## config.mk

```make
export PLATFORM = sky130hd
export DESIGN_NAME = json_string_unescape_core
export DESIGN_NICKNAME = d
export VERILOG_FILES = /design/src/rtl/core/jsu_pkg.sv /design/src/rtl/core/jsu_step.sv /design/src/rtl/core/json_string_unescape_core.sv
export SDC_FILE = /design/constraint.sdc
export NUM_CORES = 1
export LEC_CHECK = 0
export ABC_AREA = 1
export BUFFER_PORTS_ARGS = -buffer_cell sky130_fd_sc_hd__buf_4
export CORE_ASPECT_RATIO = 0.8
export CORE_MARGIN = 1
export CORE_UTILIZATION = 30
export CTS_CLUSTER_DIAMETER = 150
export DETAILED_ROUTE_END_ITERATION = 7
export GPL_ROUTABILITY_DRIVEN = 0
export GPL_TIMING_DRIVEN = 0
export PLACE_DENSITY_LB_ADDON = 0.15
export SYNTH_ARGS = -nofsm -noshare
export SYNTH_HDL_FRONTEND = slang
export SYNTH_SLANG_ARGS = --single-unit
export TNS_END_PERCENT = 20
```

## constraint.sdc

```tcl
create_clock -name clock -period 5.46 [get_ports clock]
set_clock_uncertainty 0.1 [all_clocks]
set_input_delay 1.092 -clock clock [delete_from_list [all_inputs] [get_ports clock]]
set_output_delay 1.092 -clock clock [all_outputs]
set_load 0.02 [all_outputs]
```

## src/rtl/core/jsu_pkg.sv

```systemverilog
package jsu_pkg;

   // Decoder phase codes; code 7 is unused and behaves as waiting
   typedef logic [2:0] phase_type;

   localparam phase_type PH_WAIT = 3'd0;
   localparam phase_type PH_STR  = 3'd1;
   localparam phase_type PH_ESC  = 3'd2;
   localparam phase_type PH_HEX1 = 3'd3;
   localparam phase_type PH_HEX2 = 3'd4;
   localparam phase_type PH_HEX3 = 3'd5;
   localparam phase_type PH_HEX4 = 3'd6;

   // Result status codes
   typedef logic [1:0] status_type;

   localparam status_type ST_NONE  = 2'd0;
   localparam status_type ST_UNIT  = 2'd1;
   localparam status_type ST_CLOSE = 2'd2;
   localparam status_type ST_ERR   = 2'd3;

   localparam int UnitWidth = 16;

   typedef logic [UnitWidth-1:0] unit_type;

   // Decoder state carried from one word to the next
   typedef struct packed {
      phase_type phase;
      unit_type  hex_value;
      logic      hex_stopped;
   } state_type;

   // Result of one word
   typedef struct packed {
      status_type status;
      unit_type   out_unit;
   } result_type;

   // Characters of interest
   localparam unit_type CH_QUOTE = 16'h0022;
   localparam unit_type CH_BSL   = 16'h005C;
   localparam unit_type CH_SLASH = 16'h002F;
   localparam unit_type CH_B     = 16'h0062;
   localparam unit_type CH_F     = 16'h0066;
   localparam unit_type CH_N     = 16'h006E;
   localparam unit_type CH_R     = 16'h0072;
   localparam unit_type CH_T     = 16'h0074;
   localparam unit_type CH_U     = 16'h0075;
   localparam unit_type CH_SPACE = 16'h0020;
   localparam unit_type CH_TAB   = 16'h0009;
   localparam unit_type CH_CR    = 16'h000D;
   localparam unit_type CH_LF    = 16'h000A;
   localparam unit_type CH_BS    = 16'h0008;
   localparam unit_type CH_FF    = 16'h000C;

endpackage

```

## src/rtl/core/jsu_step.sv

```systemverilog
module jsu_step import jsu_pkg::*; (
   input  state_type  cur,
   input  unit_type   code_unit,
   input  logic       end_of_text,
   output state_type  nxt,
   output result_type res
);

   logic       hex_ok;
   logic [3:0] hex_nib;

   // hex digit classification
   always_comb begin
      hex_ok  = 1'b1;
      hex_nib = 4'd0;
      if (code_unit >= 16'h0030 && code_unit <= 16'h0039) begin
         hex_nib = code_unit[3:0];
      end else if ((code_unit >= 16'h0061 && code_unit <= 16'h0066) ||
                   (code_unit >= 16'h0041 && code_unit <= 16'h0046)) begin
         hex_nib = code_unit[3:0] + 4'd9;
      end else begin
         hex_ok = 1'b0;
      end
   end

   always_comb begin
      nxt          = cur;
      res.status   = ST_NONE;
      res.out_unit = '0;
      unique case (cur.phase) inside
         PH_STR: begin
            if (end_of_text) begin
               res.status = ST_ERR;
               nxt.phase  = PH_WAIT;
            end else if (code_unit == CH_QUOTE) begin
               res.status = ST_CLOSE;
               nxt.phase  = PH_WAIT;
            end else if (code_unit == CH_BSL) begin
               nxt.phase = PH_ESC;
            end else begin
               res.status   = ST_UNIT;
               res.out_unit = code_unit;
            end
         end
         PH_ESC: begin
            nxt.phase = PH_STR;
            if (end_of_text) begin
               res.status = ST_ERR;
               nxt.phase  = PH_WAIT;
            end else begin
               res.status = ST_UNIT;
               case (code_unit)
                  CH_QUOTE: res.out_unit = CH_QUOTE;
                  CH_BSL:   res.out_unit = CH_BSL;
                  CH_SLASH: res.out_unit = CH_SLASH;
                  CH_B:     res.out_unit = CH_BS;
                  CH_F:     res.out_unit = CH_FF;
                  CH_N:     res.out_unit = CH_LF;
                  CH_R:     res.out_unit = CH_CR;
                  CH_T:     res.out_unit = CH_TAB;
                  CH_U: begin
                     res.status      = ST_NONE;
                     nxt.hex_value   = '0;
                     nxt.hex_stopped = 1'b0;
                     nxt.phase       = PH_HEX1;
                  end
                  default: begin
                     res.status = ST_ERR;
                     nxt.phase  = PH_WAIT;
                  end
               endcase
            end
         end
         PH_HEX1, PH_HEX2, PH_HEX3, PH_HEX4: begin
            if (end_of_text) begin
               res.status = ST_ERR;
               nxt.phase  = PH_WAIT;
            end else begin
               // first non-hex unit freezes the value
               if (!cur.hex_stopped) begin
                  if (hex_ok) begin
                     nxt.hex_value = {cur.hex_value[UnitWidth-5:0], hex_nib};
                  end else begin
                     nxt.hex_stopped = 1'b1;
                  end
               end
               if (cur.phase == PH_HEX4) begin
                  res.status   = ST_UNIT;
                  res.out_unit = nxt.hex_value;
                  nxt.phase    = PH_STR;
               end else begin
                  nxt.phase = cur.phase + 3'd1;
               end
            end
         end
         default: begin
            // waiting, also unused phase code
            nxt.phase = PH_WAIT;
            if (!end_of_text) begin
               if (code_unit == CH_QUOTE) begin
                  nxt.phase = PH_STR;
               end else if (code_unit == CH_SPACE || code_unit == CH_TAB ||
                            code_unit == CH_CR || code_unit == CH_LF) begin
                  res.status = ST_NONE;
               end else begin
                  res.status = ST_ERR;
               end
            end
         end
      endcase
   end

endmodule

```

## src/rtl/core/json_string_unescape_core.sv

```systemverilog
// Channel   Direction  Ports                                  Word
// req       in         req_valid, req_stall (out)             code_unit, end_of_text
// rsp       out        rsp_valid, rsp_stall (in)              status, out_unit
//
// Two registers: an input register and a result register, with the
// decode step between them. One word in and one word out per cycle when
// the result side does not stall; rsp_valid rises once the word has
// passed the input register and been loaded into the result register.
// Synchronous reset empties both registers and returns the
// decoder to waiting for an opening quote. A stall on rsp holds the
// result and then backs up into the input register, so req_stall rises
// only once both registers are full.
module json_string_unescape_core import jsu_pkg::*; (
   input  logic             clock,
   input  logic             reset,
   input  logic             req_valid,
   output logic             req_stall,
   input  logic [15:0]      req_code_unit,
   input  logic             req_end_of_text,
   output logic             rsp_valid,
   input  logic             rsp_stall,
   output logic [1:0]       rsp_status,
   output logic [15:0]      rsp_out_unit
);

   // input register
   logic       in_valid_ff;
   unit_type   in_unit_ff;
   logic       in_eot_ff;

   // decoder state and result register
   state_type  state_ff;
   state_type  state_in;
   result_type res_in;
   logic       out_valid_ff;
   result_type out_ff;

   // result register free or being emptied this cycle
   logic       advance;
   logic       step_go;

   assign advance   = !out_valid_ff || !rsp_stall;
   assign step_go   = in_valid_ff && advance;
   assign req_stall = in_valid_ff && !advance;

   jsu_step u_step (
      .cur         (state_ff),
      .code_unit   (in_unit_ff),
      .end_of_text (in_eot_ff),
      .nxt         (state_in),
      .res         (res_in)
   );

   always_ff @(posedge clock) begin
      if (reset) begin
         in_valid_ff  <= 1'b0;
         out_valid_ff <= 1'b0;
         state_ff     <= '{phase: PH_WAIT, hex_value: '0, hex_stopped: 1'b0};
      end else begin
         // input register loads whenever it is not held
         if (!req_stall) begin
            in_valid_ff <= req_valid;
         end
         if (advance) begin
            out_valid_ff <= in_valid_ff;
         end
         // state moves only with a word that reaches the result register
         if (step_go) begin
            state_ff <= state_in;
         end
      end
   end

   // payload, no reset
   always_ff @(posedge clock) begin
      if (!req_stall && req_valid) begin
         in_unit_ff <= req_code_unit;
         in_eot_ff  <= req_end_of_text;
      end
      if (step_go) begin
         out_ff <= res_in;
      end
   end

   assign rsp_valid    = out_valid_ff;
   assign rsp_status   = out_ff.status;
   assign rsp_out_unit = out_ff.out_unit;

   // assertions

   // decoded unit is zero unless a unit is emitted
   a_unit_zero: assert property (@(posedge clock) disable iff (reset)
      (rsp_valid && rsp_status != ST_UNIT) |-> (rsp_out_unit == '0))
      else $error("non-zero unit with status other than unit");

   // after a close or an error the decoder is waiting again
   a_back_to_wait: assert property (@(posedge clock) disable iff (reset)
      ($past(step_go) && (out_ff.status == ST_CLOSE || out_ff.status == ST_ERR))
      |-> (state_ff.phase == PH_WAIT))
      else $error("decoder not waiting after close or error");

   // a word leaving the input register shows up as a result next cycle
   a_step_out: assert property (@(posedge clock) disable iff (reset)
      step_go |=> out_valid_ff)
      else $error("result word lost");

   // reset leaves nothing in flight
   a_reset_clear: assert property (@(posedge clock)
      reset |=> (!out_valid_ff && !in_valid_ff && state_ff.phase == PH_WAIT))
      else $error("state not cleared by reset");

endmodule

```

# --- Word-level counts from Yosys, hierarchy flattened ---
# Index checks and enable logic that the tools add are counted.
word_totals:
  wordCells: 98
  out_inout_bits: 20
  reg_bits: 57
  inputBits: 21
op_classes:
  add_sub_neg: 2
  n_eq_ne: 23
  magnitude_cmp: 6
  reduce_logical: 20
  muxes: 38
op_table:
  columns: ["op", "count"]
  rows:
  - ["$eq A16 B7 Y1 const B", 7]
  - ["$mux W17", 6]
  - ["$mux W16", 4]
  - ["$pmux W7 S8", 1]
  - ["$eq A16 B4 Y1 const B", 3]
  - ["$eq A16 B6 Y1 const B", 3]
  - ["$pmux W16 S3", 1]
  - ["$pmux W17 S2", 1]
  - ["$ge A16 B7 Y1 const B", 2]
  - ["$le A16 B7 Y1 const B", 2]
  - ["$mux W3", 7]
  - ["$ge A16 B6 Y1 const B", 1]
  - ["$le A16 B6 Y1 const B", 1]
  - ["$mux W2", 7]
  - ["$eq A3 B3 Y1 const B", 3]
  - ["$pmux W3 S3", 1]
  - ["$mux W4", 2]
  - ["$pmux W2 S2", 2]
  - ["$reduce_or A8 Y1", 1]
  - ["$mux W7", 1]
  - ["$eq A3 B2 Y1 const B", 2]
  - ["$logic_and A1 B1 Y1", 6]
  - ["$ne A2 B2 Y1 const B", 3]
  - ["$pmux W2 S3", 1]
  - ["other kinds (11)", 21]

# --- Logic depth before layout (Yosys ltp) ---
# Gate-level depths: netlist of run 1.
depth:
  ltp_word: 10
  mapped_depth: 14
  ltp_nobuf: 14

# --- By module ---
# A second synthesis of run 1 with hierarchy kept.
hier_totals:
  hier_cells: 524
  area_unflattened_um2: 3839.9
by_module_without_submodules:
  columns: ["module", "n_inst", "area_per_inst_um2", "cells_each"]
  rows:
  - ["json_string_unescape_core", 1, 2104.5, 179]
  - ["jsu_step", 1, 1735.4, 345]

# --- Worst setup path after synthesis of run 1 ---
# Ideal clock, no wire load.
synth_path:
  kind: "input-to-output"
  from: "input rsp_stall"
  to: "output req_stall"
  path_stages: 2
  t_arrival_ns: 1.484
  setup_slack_ns: 2.784
  required_ns: 4.268
  n_path_buf: 0
  path_cell_list: "nand2_1 > nor2_1"
synth_via:
  elab_chain_cells: 4
synth_lines:
  columns: ["element", "line_no", "rtl"]
  rows:
  - ["from (decl)", "json_string_unescape_core.sv:21", "input logic rsp_stall,"]
  - ["$logic_not A1 Y1", "json_string_unescape_core.sv:42", "assign advance = !out_valid_ff || !rsp_stall;"]
  - ["$logic_or A1 B1 Y1", "json_string_unescape_core.sv:42", null]
  - ["$logic_not A1 Y1", "json_string_unescape_core.sv:44", "assign req_stall = in_valid_ff && !advance;"]
  - ["$logic_and A1 B1 Y1", "json_string_unescape_core.sv:44", null]
  - ["to (decl)", "json_string_unescape_core.sv:17", "output logic req_stall,"]
# No other way between the ends.

# --- Worst setup path after layout of run 1 ---
layout_path:
  from: "input rsp_stall"
  to: "register state_ff[3] (netlist name)"
layout_via:
  elab_chain_cells: 4
layout_lines:
  columns: ["element", "line_no", "rtl"]
  rows:
  - ["$logic_not A1 Y1", "json_string_unescape_core.sv:42", null]
  - ["$logic_or A1 B1 Y1", "json_string_unescape_core.sv:42", null]
  - ["$logic_and A1 B1 Y1", "json_string_unescape_core.sv:43", "assign step_go = in_valid_ff && advance;"]
  - ["via step_go", "json_string_unescape_core.sv:40", "logic step_go;"]
  - ["$reduce_and A5 Y1 (no line)", null, null]
  - ["to (signal assigned)", "json_string_unescape_core.sv:58", "state_ff <= '{phase: PH_WAIT, hex_value: '0, hex_stopped: 1'b0};"]
  - ["to (signal assigned)", "json_string_unescape_core.sv:69", "state_ff <= state_in;"]
  - ["to (decl)", "json_string_unescape_core.sv:32", "state_type state_ff;"]
# The timed path passes the listed nets, and every way through them passes these cells.
# A chain may end at the register's enable or synchronous reset.

==> metrics, run 1 <==
post-synthesis net count=448; largest net degree at the start of global routing=21; required time of the critical path=5.62 ns; Startpoint Class=primary input; outcome=finished clean; antenna diode count=0; total track usage=17.2%; register clock-pin slew on the reported worst setup and hold paths=0.05 ns; GR Overflow Total=0; Clock Power Share=47.7%; worst-margin pin slew=0.928 ns; DRT met1 WL=4750 um; Setup TNS Final=0 ns; met2 wire length=3980 um; Layout area overhead=23.2%; num ports=41; worst path arrival time=2.91 ns; Mapped Cells=423; Hold Startpoint=in_valid_ff; via density per instance=4.83; CTS max path bufs=2; post-CTS setup buffer count=0; TritonRoute pass-1 iters=5; RSZ-0062 raised after global routing=false; Worst Path Max Fanout=20; max-slew violation count=0; Nets=499; Yosys cell types=38; PortBufs=40; die area=0.0116 mm^2; Worst VDD drop=158 uV; top sig layer=met4; Ys Warns=0; worst r2r src=in_unit_ff[0]; cts hold-fix bufs=0; P_int=0.000872 W; WL met3=410 um; Seq pwr share=42.4%; CP endpoint kind=flip-flop; Reg2Reg Setup Slack=2.88 ns; Avg Inst Size Synth=7.92 um^2; Initial Utilization=30.8%; asr flop ratio synth=0%; WL final=9210 um; first-pass GRT wire length=14700 um; Worst Hold Class=flip-flop to flip-flop; Yosys reg bits=57; reg2reg end=rsp_out_unit[3]; Final Hold Fails=0; period utilization=50.4%; synth top area cells=edfxtp_1 (31%), dfxtp_1 (13%), nand2_1 (8.1%); Net Sw Power=0.000295 W; chip width=120 um; Reg2Reg Depth=14; CTS tree=built; crit path kind=primary input to flip-flop; Leak=1.76 nW; cell taking the most area after synthesis=edfxtp_1; Die Y=96.5 um; hold endpoint=rsp_valid; vias in the first global route=2826; switching share of power=25.3%; Max Fclk=363 MHz; min cycle time layout=2.75 ns; Post-synth EDFFs=35; final setup violation count=0; drt wl/cell=14.8 um; max-cap violations=0; via count=3007; hold slack=0.375 ns; CTS Sinks=57; Resized cells post-CTS=0; Final ANT Viol Nets=0; share of cells above drive strength 1=23.8%; hold path depth=2; top-area cell type share of the netlist area=31.4%; Finished Core Util=37.9%; combinational share of power=9.9%; H-tree levels=3; Root Driver=clkbuf_16; drt initial violations=195; Slew headroom=38.1%; # rows=34; # DRC=0; worst skew pair latency=0.33 ns; number of buffers created by CTS=9; Top FF cell, synth=edfxtp_1; PwrDens=283 mW/mm^2; dpl hpwl=6870 um; antenna violations before repair=0; synthesized cell area=0.00335 mm^2; post-synthesis sequential area ratio=44.5%; core area=0.0109 mm^2
power by group through the flow:
| stage | logic (W) | registers (W) | clock network [W] |
|---|---|---|---|
| 3_5_place_dp | 0.000115 | 0.000503 | 0 |
| 5_1_grt | 0.000128 | 0.000497 | 0.000594 |
| 3_3_place_gp | 0.000113 | 0.000503 | 0 |
| 6_report | 0.000116 | 0.000495 | 0.000556 |
| 4_1_cts | 0.000115 | 0.000494 | 0.000576 |
| 2_1_floorplan | 0.0000673 | 0.000506 | 0 |
cells by family (layout without fill, tap and decap cells):
family	count (synthesis)	count (layout)	share of synthesized area [%]
flops	57	57	44.5
fa+ha+maj	4	4	1.49
xor+xnor	1	1	0.261
simple gates	212	212	32.4
buf+inv	74	130	9.26
compound gates	75	75	12.1
synth_stat cells (all sizes together), types with 2 or more instances:
master and n:
nand4 9, dfxtp 22, nand2 89, and2 2
clkinv 3, ha 4, o211ai 2, o21ai 41
nand3b 2, nand3 61, nor3 7, edfxtp 35
inv 58, a22oi 2, buf 9, a21oi 26
nor2 41, clkbuf 4
routing by layer:
| metal | vias up | global-route usage (%) |
|---|---|---|
| met3 | 5 | 5.46 |
| met5 | - | 0 |
| met2 | 87 | 26.6 |
| met1 | 1398 | 23.1 |
| li1 | 1517 | - |
| met4 | 0 | 4.38 |
state kept, by name, indices dropped and copies added, names as in the netlist:
signal	flops
in_eot_ff	1
state_ff	20
in_valid_ff	1
rsp_valid	1
in_unit_ff	16
rsp_out_unit	16
rsp_status	2
cell usage in the layout, fill, tap and decap left out, drive strengths merged, types with 2 or more instances in the layout:
cell type and instances:
nand2 89, nand3 61, inv 59, buf 49, nor2 41, o21ai 41
edfxtp 35, a21oi 26, dfxtp 22, clkbuf 13, nand4 9, nor3 7
clkinv 7, ha 4, o211ai 2, and2 2, a22oi 2, nand3b 2
metrics by stage:
step | setup slack [ns] | cells | cell area, um^2 | power, W
2_1_floorplan | 2.78 | 423 | 3350 | 0.000573
3_3_place_gp | 2.38 | 607 | 3830 | 0.000616
3_5_place_dp | 2.35 | 607 | 3830 | 0.000618
4_1_cts | 2.68 | 623 | 4130 | 0.00119
5_1_grt | 2.50 | 623 | 4130 | 0.00122
6_report | 2.71 | 623 | 4130 | 0.00117
worst max-delay path by stage:
stage               startpoint      endpoint  slack, ns
finish               rsp_stall   state_ff[3]       2.71
global route         rsp_stall  state_ff[15]       2.50
CTS                  rsp_stall   state_ff[4]       2.68
detailed placement   rsp_stall  state_ff[14]       2.35
global placement     rsp_stall   state_ff[4]       2.38
floorplan            rsp_stall     req_stall       2.78
worst max-delay path: stages:
cell      delay [ns]
buf_4           0.11
nand2_1         0.08
nand2_1         0.05
inv_1           0.67
nand4_2         0.24
clkinv_1        0.16
buf_2           0.24
o21ai_0         0.10
a21oi_1         0.15
final cells by class:
cell class | count | area [um^2]
buffer | 13 | 81.3
clock buffer | 9 | 225
clock inverter | 7 | 70.1
fill | 1150 | 6760
inverter | 61 | 229
multi-input combinational | 292 | 1550
sequential | 57 | 1490
tap | 144 | 180
timing repair buffer | 40 | 300
Note: power is estimated with default switching activity, not from simulation.
==> run 2, diff against run 1 <==
--- a/config.mk
+++ b/config.mk
@@ -5,7 +5,7 @@
 export SDC_FILE = /design/constraint.sdc
 export NUM_CORES = 1
 export LEC_CHECK = 0
-export ABC_AREA = 1
+export ABC_AREA = 0
 export BUFFER_PORTS_ARGS = -buffer_cell sky130_fd_sc_hd__buf_4
 export CORE_ASPECT_RATIO = 0.8
 export CORE_MARGIN = 1
==> constraint.sdc (replaced) <==
create_clock -name clock -period 2.45 [get_ports clock]
set_clock_uncertainty 0.1 [all_clocks]
set_input_delay 0.49 -clock clock [delete_from_list [all_inputs] [get_ports clock]]
set_output_delay 0.49 -clock clock [all_outputs]
set_load 0.02 [all_outputs]
==> run 2 against run 1 <==
Against the previous run: worst setup slack got worse by 3.2 ns; largest power group unchanged; non-clock buffer count rose by 32; global-route usage rose by 0.51 points; synthesized cell count fell by 29%; the flow now finishes with violations (setup timing); critical path type is now flip-flop to flip-flop; utilization rose by 5.1 points; first-iteration DRC count fell by 17%; via count fell by 8.8%; sequential power rose by 120%; final cell count fell by 16%; critical path depth did not move.
==> metrics, run 2 <==
H-tree levels=3 (unchanged); top-area cell type share of the netlist area=34.8% (was 31.4%); met2 wire length=3590 um (was 3980 um); Synth top cells by count=edfxtp_1 (35), nand2_1 (29), o21ai_0 (26) (was nand2_1 (72), nand3_1 (52), inv_1 (50)); final instance area=0.00418 mm^2 (was 0.00413 mm^2); DP Area=0.00349 mm^2 (was 0.00383 mm^2); worst stage delay on the critical path=0.48 ns (was 0.67 ns); worst r2r src=in_unit_ff[1] (was in_unit_ff[0]); post-synthesis sequential area ratio=49.4% (was 44.5%); drt initial violations=161 (was 195); # DRC=0 (unchanged); number of buffers created by CTS=9 (unchanged); CTS Sinks=57 (unchanged); Placed Cells incl. Taps=477 (was 607); Hold Startpoint=req_code_unit[2] (was in_valid_ff); Layout area overhead=38.6% (was 23.2%); Yosys cell types=54 (was 38); Root Driver=clkbuf_16 (unchanged); synth top area cells=edfxtp_1 (35%), dfxtp_1 (15%), mux2i_1 (4.3%) (was edfxtp_1 (31%), dfxtp_1 (13%), nand2_1 (8.1%)); failing checks=setup timing; PwrDens=634 mW/mm^2 (was 283 mW/mm^2); reg2reg end=state_ff[15] (was rsp_out_unit[3]); core area=0.00973 mm^2 (was 0.0109 mm^2); worst skew pair latency=0.33 ns (about the same); chip width=114 um (was 120 um); most frequent cells in the layout=buf_4 (66), edfxtp_1 (35), nand2_1 (25) (was nand2_1 (72), nand3_1 (52), inv_1 (50)); Top reg by flops=state_ff (unchanged); top-count cell post-synth=edfxtp_1 (was nand2_1); Yosys reg bits=57 (unchanged); worst-margin pin slew=0.839 ns (was 0.928 ns); DRT met1 WL=4380 um (was 4750 um); Slew headroom=44.0% (was 38.1%); period utilization=121%; max-cap violations=0 (unchanged); cell taking the most area after synthesis=edfxtp_1 (unchanged); share of cells above drive strength 1=30.3% (was 23.8%); Nets=406 (was 499); cell family with most CP delay=simple AND/OR/NAND/NOR gates (was buffers and inverters); # rows=32 (was 34); CP endpoint kind=flip-flop (unchanged); top sig layer=met4 (unchanged); antenna diode count=0 (unchanged); CP max-delay cell=or4_4 (was inv_1); cts hold-fix bufs=0 (unchanged); Reg2Reg Setup Slack=-0.51 ns (was 2.88 ns); crit path kind=flip-flop to flip-flop (was primary input to flip-flop); total track usage=17.7% (was 17.2%); Reg2Reg Depth=9 (was 14); TritonRoute pass-1 iters=5 (unchanged); worst path arrival time=3.07 ns (was 2.91 ns); outcome=complete, but fails checks (was finished clean); Worst Path Max Fanout=5 (was 20); CTS tree=built (unchanged); RSZ-0062 raised after global routing=true (was false); synthesized cell area=0.00302 mm^2 (was 0.00335 mm^2); antenna violations before repair=0 (unchanged); via density per instance=5.25 (was 4.83); dpl hpwl=5960 um (was 6870 um); first-pass GRT wire length=14000 um (was 14700 um); Avg Inst Size Synth=10.0 um^2 (was 7.92 um^2); Top FF cell, synth=edfxtp_1 (unchanged); WL final=8650 um (was 9210 um); Ys Warns=0 (unchanged); num ports=41 (unchanged); Startpoint Class=flip-flop (was primary input); Worst Hold Class=primary input to flip-flop (was flip-flop to flip-flop); CP cell instances=inv_2 -> ha_4 -> or4bb_1 -> or4_4 -> a2111o_1 -> a311o_1 -> nor2b_4 -> buf_6 -> a22o_1 (was buf_4 -> nand2_1 -> nand2_1 -> inv_1 -> nand4_2 -> clkinv_1 -> buf_2 -> o21ai_0 -> a21oi_1); WL met3=543 um (was 410 um); max-slew violation count=0 (unchanged); min cycle time layout=2.96 ns; final non-filler cell total=522 (was 623); vias in the first global route=2577 (was 2826); Final Hold Fails=0 (unchanged); commonest non-fill, non-tap cell in the layout=buf_4 (was nand2_1); Worst VDD drop=558 uV (was 158 uV); GR Overflow Total=0 (unchanged); WP buf/inv=2 (was 4); hold path depth=1 (was 2); Die Y=91.7 um (was 96.5 um); Initial Utilization=31.0% (was 30.8%); PortBufs=40 (unchanged); Leak=1.55 nW (was 1.76 nW); Mapped Cells=301 (was 423); drt wl/cell=16.6 um (was 14.8 um); via count=2742 (was 3007); max FFs per register=20 (unchanged); CTS max path bufs=2 (unchanged); Final ANT Viol Nets=0 (unchanged); required time of the critical path=2.56 ns (was 5.62 ns); hold endpoint=in_unit_ff[2] (was rsp_valid); Max Fclk=338 MHz; die area=0.0105 mm^2 (was 0.0116 mm^2); register clock-pin slew on the reported worst setup and hold paths=0.05 ns (about the same); final setup violation count=37 (was 0); asr flop ratio synth=0% (unchanged); Post-synth EDFFs=35 (unchanged); post-synthesis net count=326 (was 448); largest net degree at the start of global routing=20 (was 21); Setup WS post-layout=-0.505 ns (was 2.71 ns)
[run 2: cell count changes after synthesis, sizes merged, moves of 5 or more]
cell    before  now
buf          9    3
nor2b        0    5
a22o         0   13
mux2i        0   13
clkbuf       4   13
a21oi       26   14
nand3       61    9
inv         58    7
nand4        9    4
nor2        41   22
nand2       89   29
and3         0    5
o21ai       41   26
[run 2: cell type report]
type,count,area [um^2]
Buffer,16,95.1
Tap cell,136,170
Sequential cell,57,1490
Inverter,7,31.3
Clock inverter,4,46.3
Fill cell,961,5550
Clock buffer,12,278
Timing Repair Buffer,69,529
Multi-Input combinational cell,221,1540
[run 2: worst max-delay path by stage]
stage	start	end	slack [ns]	cells past startpoint
after global routing	in_unit_ff[1]	state_ff[15]	-0.59	9
after CTS	in_unit_ff[1]	state_ff[15]	-0.58	9
after global placement	in_unit_ff[0]	rsp_out_unit[13]	-1.08	9
after floorplan	in_unit_ff[1]	state_ff[7]	-0.56	9
final	in_unit_ff[1]	state_ff[15]	-0.51	9
after detailed placement	in_unit_ff[11]	rsp_out_unit[13]	-1.10	7
[run 2: logic make-up after synthesis]
logic type	synth area share (%)
simple gates	20.1
compound gates	19.9
flops	49.4
buf+inv	3.40
mux	4.68
fa+ha+maj	1.66
xor+xnor	0.870
[run 2: metal layers]
layer  track usage [%]  up-vias
li1                  -     1311
met3              5.29       11
met4              5.84        0
met1              25.4     1326
met2              25.0       94
met5                 0        -
[run 2: where the power goes]
| group | leakage [nW] | switching (W) | internal (W) |
|---|---|---|---|
| registers | 0.511 | 0.0000248 | 0.00106 |
| clock network | 0.164 | 0.000427 | 0.000899 |
| logic | 0.876 | 0.000135 | 0.000110 |
[run 2: per-stage QoR]
| step | setup slack [ns] | total power, W | util [%] | hold WS (ns) | setup TNS (ns) |
|---|---|---|---|---|---|
| after global placement | -1.08 | 0.00130 | 35.9 | 0.360 | -28.78 |
| after detailed placement | -1.10 | 0.00130 | 35.9 | 0.366 | -28.60 |
| after global routing | -0.587 | 0.00275 | 43.0 | 0.225 | -15.39 |
| final | -0.505 | 0.00265 | 43.0 | 0.236 | -11.31 |
| after CTS | -0.585 | 0.00267 | 42.2 | 0.224 | -11.77 |
| after floorplan | -0.565 | 0.00121 | - | 0.348 | -9.94 |
[run 2: what timing repair did]
item,in CTS,in global routing
endpoints found under the hold margin,0,0
endpoints found under the setup margin,37,37
setup buffers,21,7
cloned,0,1
pin swaps,10,6
gates resized for setup,31,11
==> run 3, diff against run 2 <==
--- a/config.mk
+++ b/config.mk
@@ -7,7 +7,6 @@
 export LEC_CHECK = 0
 export ABC_AREA = 0
 export BUFFER_PORTS_ARGS = -buffer_cell sky130_fd_sc_hd__buf_4
-export CORE_ASPECT_RATIO = 0.8
 export CORE_MARGIN = 1
 export CORE_UTILIZATION = 30
 export CTS_CLUSTER_DIAMETER = 150
@@ -15,6 +14,7 @@
 export GPL_ROUTABILITY_DRIVEN = 0
 export GPL_TIMING_DRIVEN = 0
 export PLACE_DENSITY_LB_ADDON = 0.15
+export REMOVE_ABC_BUFFERS = 1
 export SYNTH_ARGS = -nofsm -noshare
 export SYNTH_HDL_FRONTEND = slang
 export SYNTH_SLANG_ARGS = --single-unit
==> run 3 against run 2 <==
Against the previous run: the flow still finishes with violations (setup timing); count of clock-buffer cells in the layout decreased by 2; first-iteration DRC count increased by 38%; utilization down 1.6 points; combinational power is 12% lower; wire length is 7.9% lower; final cell count decreased by 4.2%; via count down 4.7%; critical endpoint unchanged.
==> metrics, run 3 (same netlist as run 2, synthesis figures left out) <==
dpl hpwl=5280 um (was 5960 um); RSZ-0062 raised after global routing=true (unchanged); Worst Hold Class=primary input to flip-flop (unchanged); Nets=387 (was 406); Startpoint Class=flip-flop (unchanged); worst skew pair latency=0.34 ns (was 0.33 ns); crit path kind=flip-flop to flip-flop (unchanged); first-pass GRT wire length=13000 um (was 14000 um); Slew headroom=46.3% (was 44.0%); final setup violation count=33 (was 37); antenna violations before repair=0 (unchanged); die area=0.0105 mm^2 (about the same); required time of the critical path=2.58 ns (was 2.56 ns); CP max-delay cell=or4_4 (unchanged); Setup WS post-layout=-0.493 ns (was -0.505 ns); via density per instance=5.23 (was 5.25); # rows=36 (was 32); # DRC=0 (unchanged); CP dominant cell by count=or4_4; TritonRoute pass-1 iters=4 (was 5); hold slack=0.215 ns (was 0.236 ns); chip width=102 um (was 114 um); drt wl/cell=15.9 um (was 16.6 um); cts hold-fix bufs=0 (unchanged); DRT met1 WL=3960 um (was 4380 um); Final Hold Fails=0 (unchanged); antenna diode count=0 (unchanged); register clock-pin slew on the reported worst setup and hold paths=0.08 ns (was 0.05 ns); failing checks=setup timing (unchanged); via count=2614 (was 2742); CTS tree=built (unchanged); min cycle time layout=2.94 ns (was 2.96 ns); CP cell instances=or4_4 -> or4_4 -> a2111o_1 -> a311o_1 -> nor2b_4 -> a22o_1 (was inv_2 -> ha_4 -> or4bb_1 -> or4_4 -> a2111o_1 -> a311o_1 -> nor2b_4 -> buf_6 -> a22o_1); CTS max path bufs=2 (unchanged); worst-margin pin slew=0.801 ns (was 0.839 ns); commonest non-fill, non-tap cell in the layout=buf_4 (unchanged); PortBufs=40 (unchanged); most frequent cells in the layout=buf_4 (58), edfxtp_1 (35), nand2_1 (28) (was buf_4 (66), edfxtp_1 (35), nand2_1 (25)); WP buf/inv=0 (was 2); PwrDens=552 mW/mm^2 (was 634 mW/mm^2); Final ANT Viol Nets=0 (unchanged); drt initial violations=222 (was 161); Layout area overhead=34.0% (was 38.6%); WL final=7970 um (was 8650 um); core area=0.00977 mm^2 (was 0.00973 mm^2); worst stage delay on the critical path=0.57 ns (was 0.48 ns); met2 wire length=3610 um (was 3590 um); top sig layer=met4 (unchanged); max-cap violations=0 (unchanged); worst path arrival time=3.08 ns (was 3.07 ns); outcome=complete, but fails checks (unchanged); Leak=1.44 nW (was 1.55 nW); cell family with most CP delay=simple AND/OR/NAND/NOR gates (unchanged); Reg2Reg Setup Slack=-0.49 ns (was -0.51 ns); num ports=41 (unchanged); H-tree levels=3 (unchanged); Worst Path Max Fanout=7 (was 5); WL met3=223 um (was 543 um); period utilization=120% (was 121%); vias in the first global route=2451 (was 2577); Initial Utilization=30.9% (was 31.0%); Top reg by flops=state_ff (unchanged); Die Y=102 um (was 91.7 um); max FFs per register=20 (unchanged); number of buffers created by CTS=9 (unchanged); CP endpoint kind=flip-flop (unchanged); GR Overflow Total=0 (unchanged); fillers=949 (was 961); CTS Sinks=57 (unchanged); max-slew violation count=0 (unchanged); largest net degree at the start of global routing=20 (unchanged); Root Driver=clkbuf_8 (was clkbuf_16); Worst VDD drop=270 uV (was 558 uV); Max Fclk=340 MHz (was 338 MHz); Finished Core Util=41.4% (was 43.0%); share of cells above drive strength 1=30.5% (was 30.3%); total track usage=16.4% (was 17.7%)
run 3: path summary, 6_finish.rpt:
| kind | from | endpoint | cells after the start |
|---|---|---|---|
| setup / recovery | in_unit_ff[8] | state_ff[15] | 6 |
| hold / removal | req_code_unit[0] | in_unit_ff[0] | 1 |
| setup reg to reg | in_unit_ff[8] | state_ff[15] | 6 |
| hold reg to reg | in_valid_ff | rsp_valid | 2 |
run 3: repair_timing:
| action | in CTS | in global routing |
|---|---|---|
| resized for setup | 26 | 23 |
| pin swaps | 28 | 11 |
| endpoints found under the hold margin | 0 | 0 |
| setup buffers | 19 | 5 |
| setup endpoints to repair | 37 | 37 |
| cloned | 2 | 0 |
run 3: cell type report:
type | instances | area, um^2 | share of cell area [%]
clock buffers | 10 | 138 | 3.40
clock inverters | 6 | 66.3 | 1.64
inverters | 7 | 28.8 | 0.711
multi-input cells | 222 | 1610 | 39.8
flip-flops and latches | 57 | 1490 | 36.9
well taps | 133 | 166 | 4.11
repair buffers | 65 | 544 | 13.5
run 3: stage by stage:
step | instance area [um^2] | power [W] | TNS (ns) | setup WS (ns) | std cells
3_5_place_dp | 3410 | 0.00129 | -33.23 | -1.24 | 458
5_1_grt | 4050 | 0.00233 | -11.95 | -0.543 | 500
4_1_cts | 3930 | 0.00224 | -10.28 | -0.582 | 495
6_report | 4050 | 0.00223 | -9.56 | -0.493 | 500
3_3_place_gp | 3410 | 0.00128 | -33.00 | -1.20 | 458
2_1_floorplan | 2940 | 0.00120 | -13.12 | -0.556 | 285
run 3: where the power goes:
group          switching [W]  leakage (nW)  internal, W
registers          0.0000366         0.511      0.00106
logic               0.000116         0.838     0.000100
clock network       0.000427        0.0949     0.000499
run 3: metal layers:
layer | global-route usage, % | up-vias
li1 | - | 1273
met1 | 22.8 | 1266
met2 | 24.7 | 60
met3 | 2.80 | 15
met4 | 7.80 | 0
met5 | 0 | -
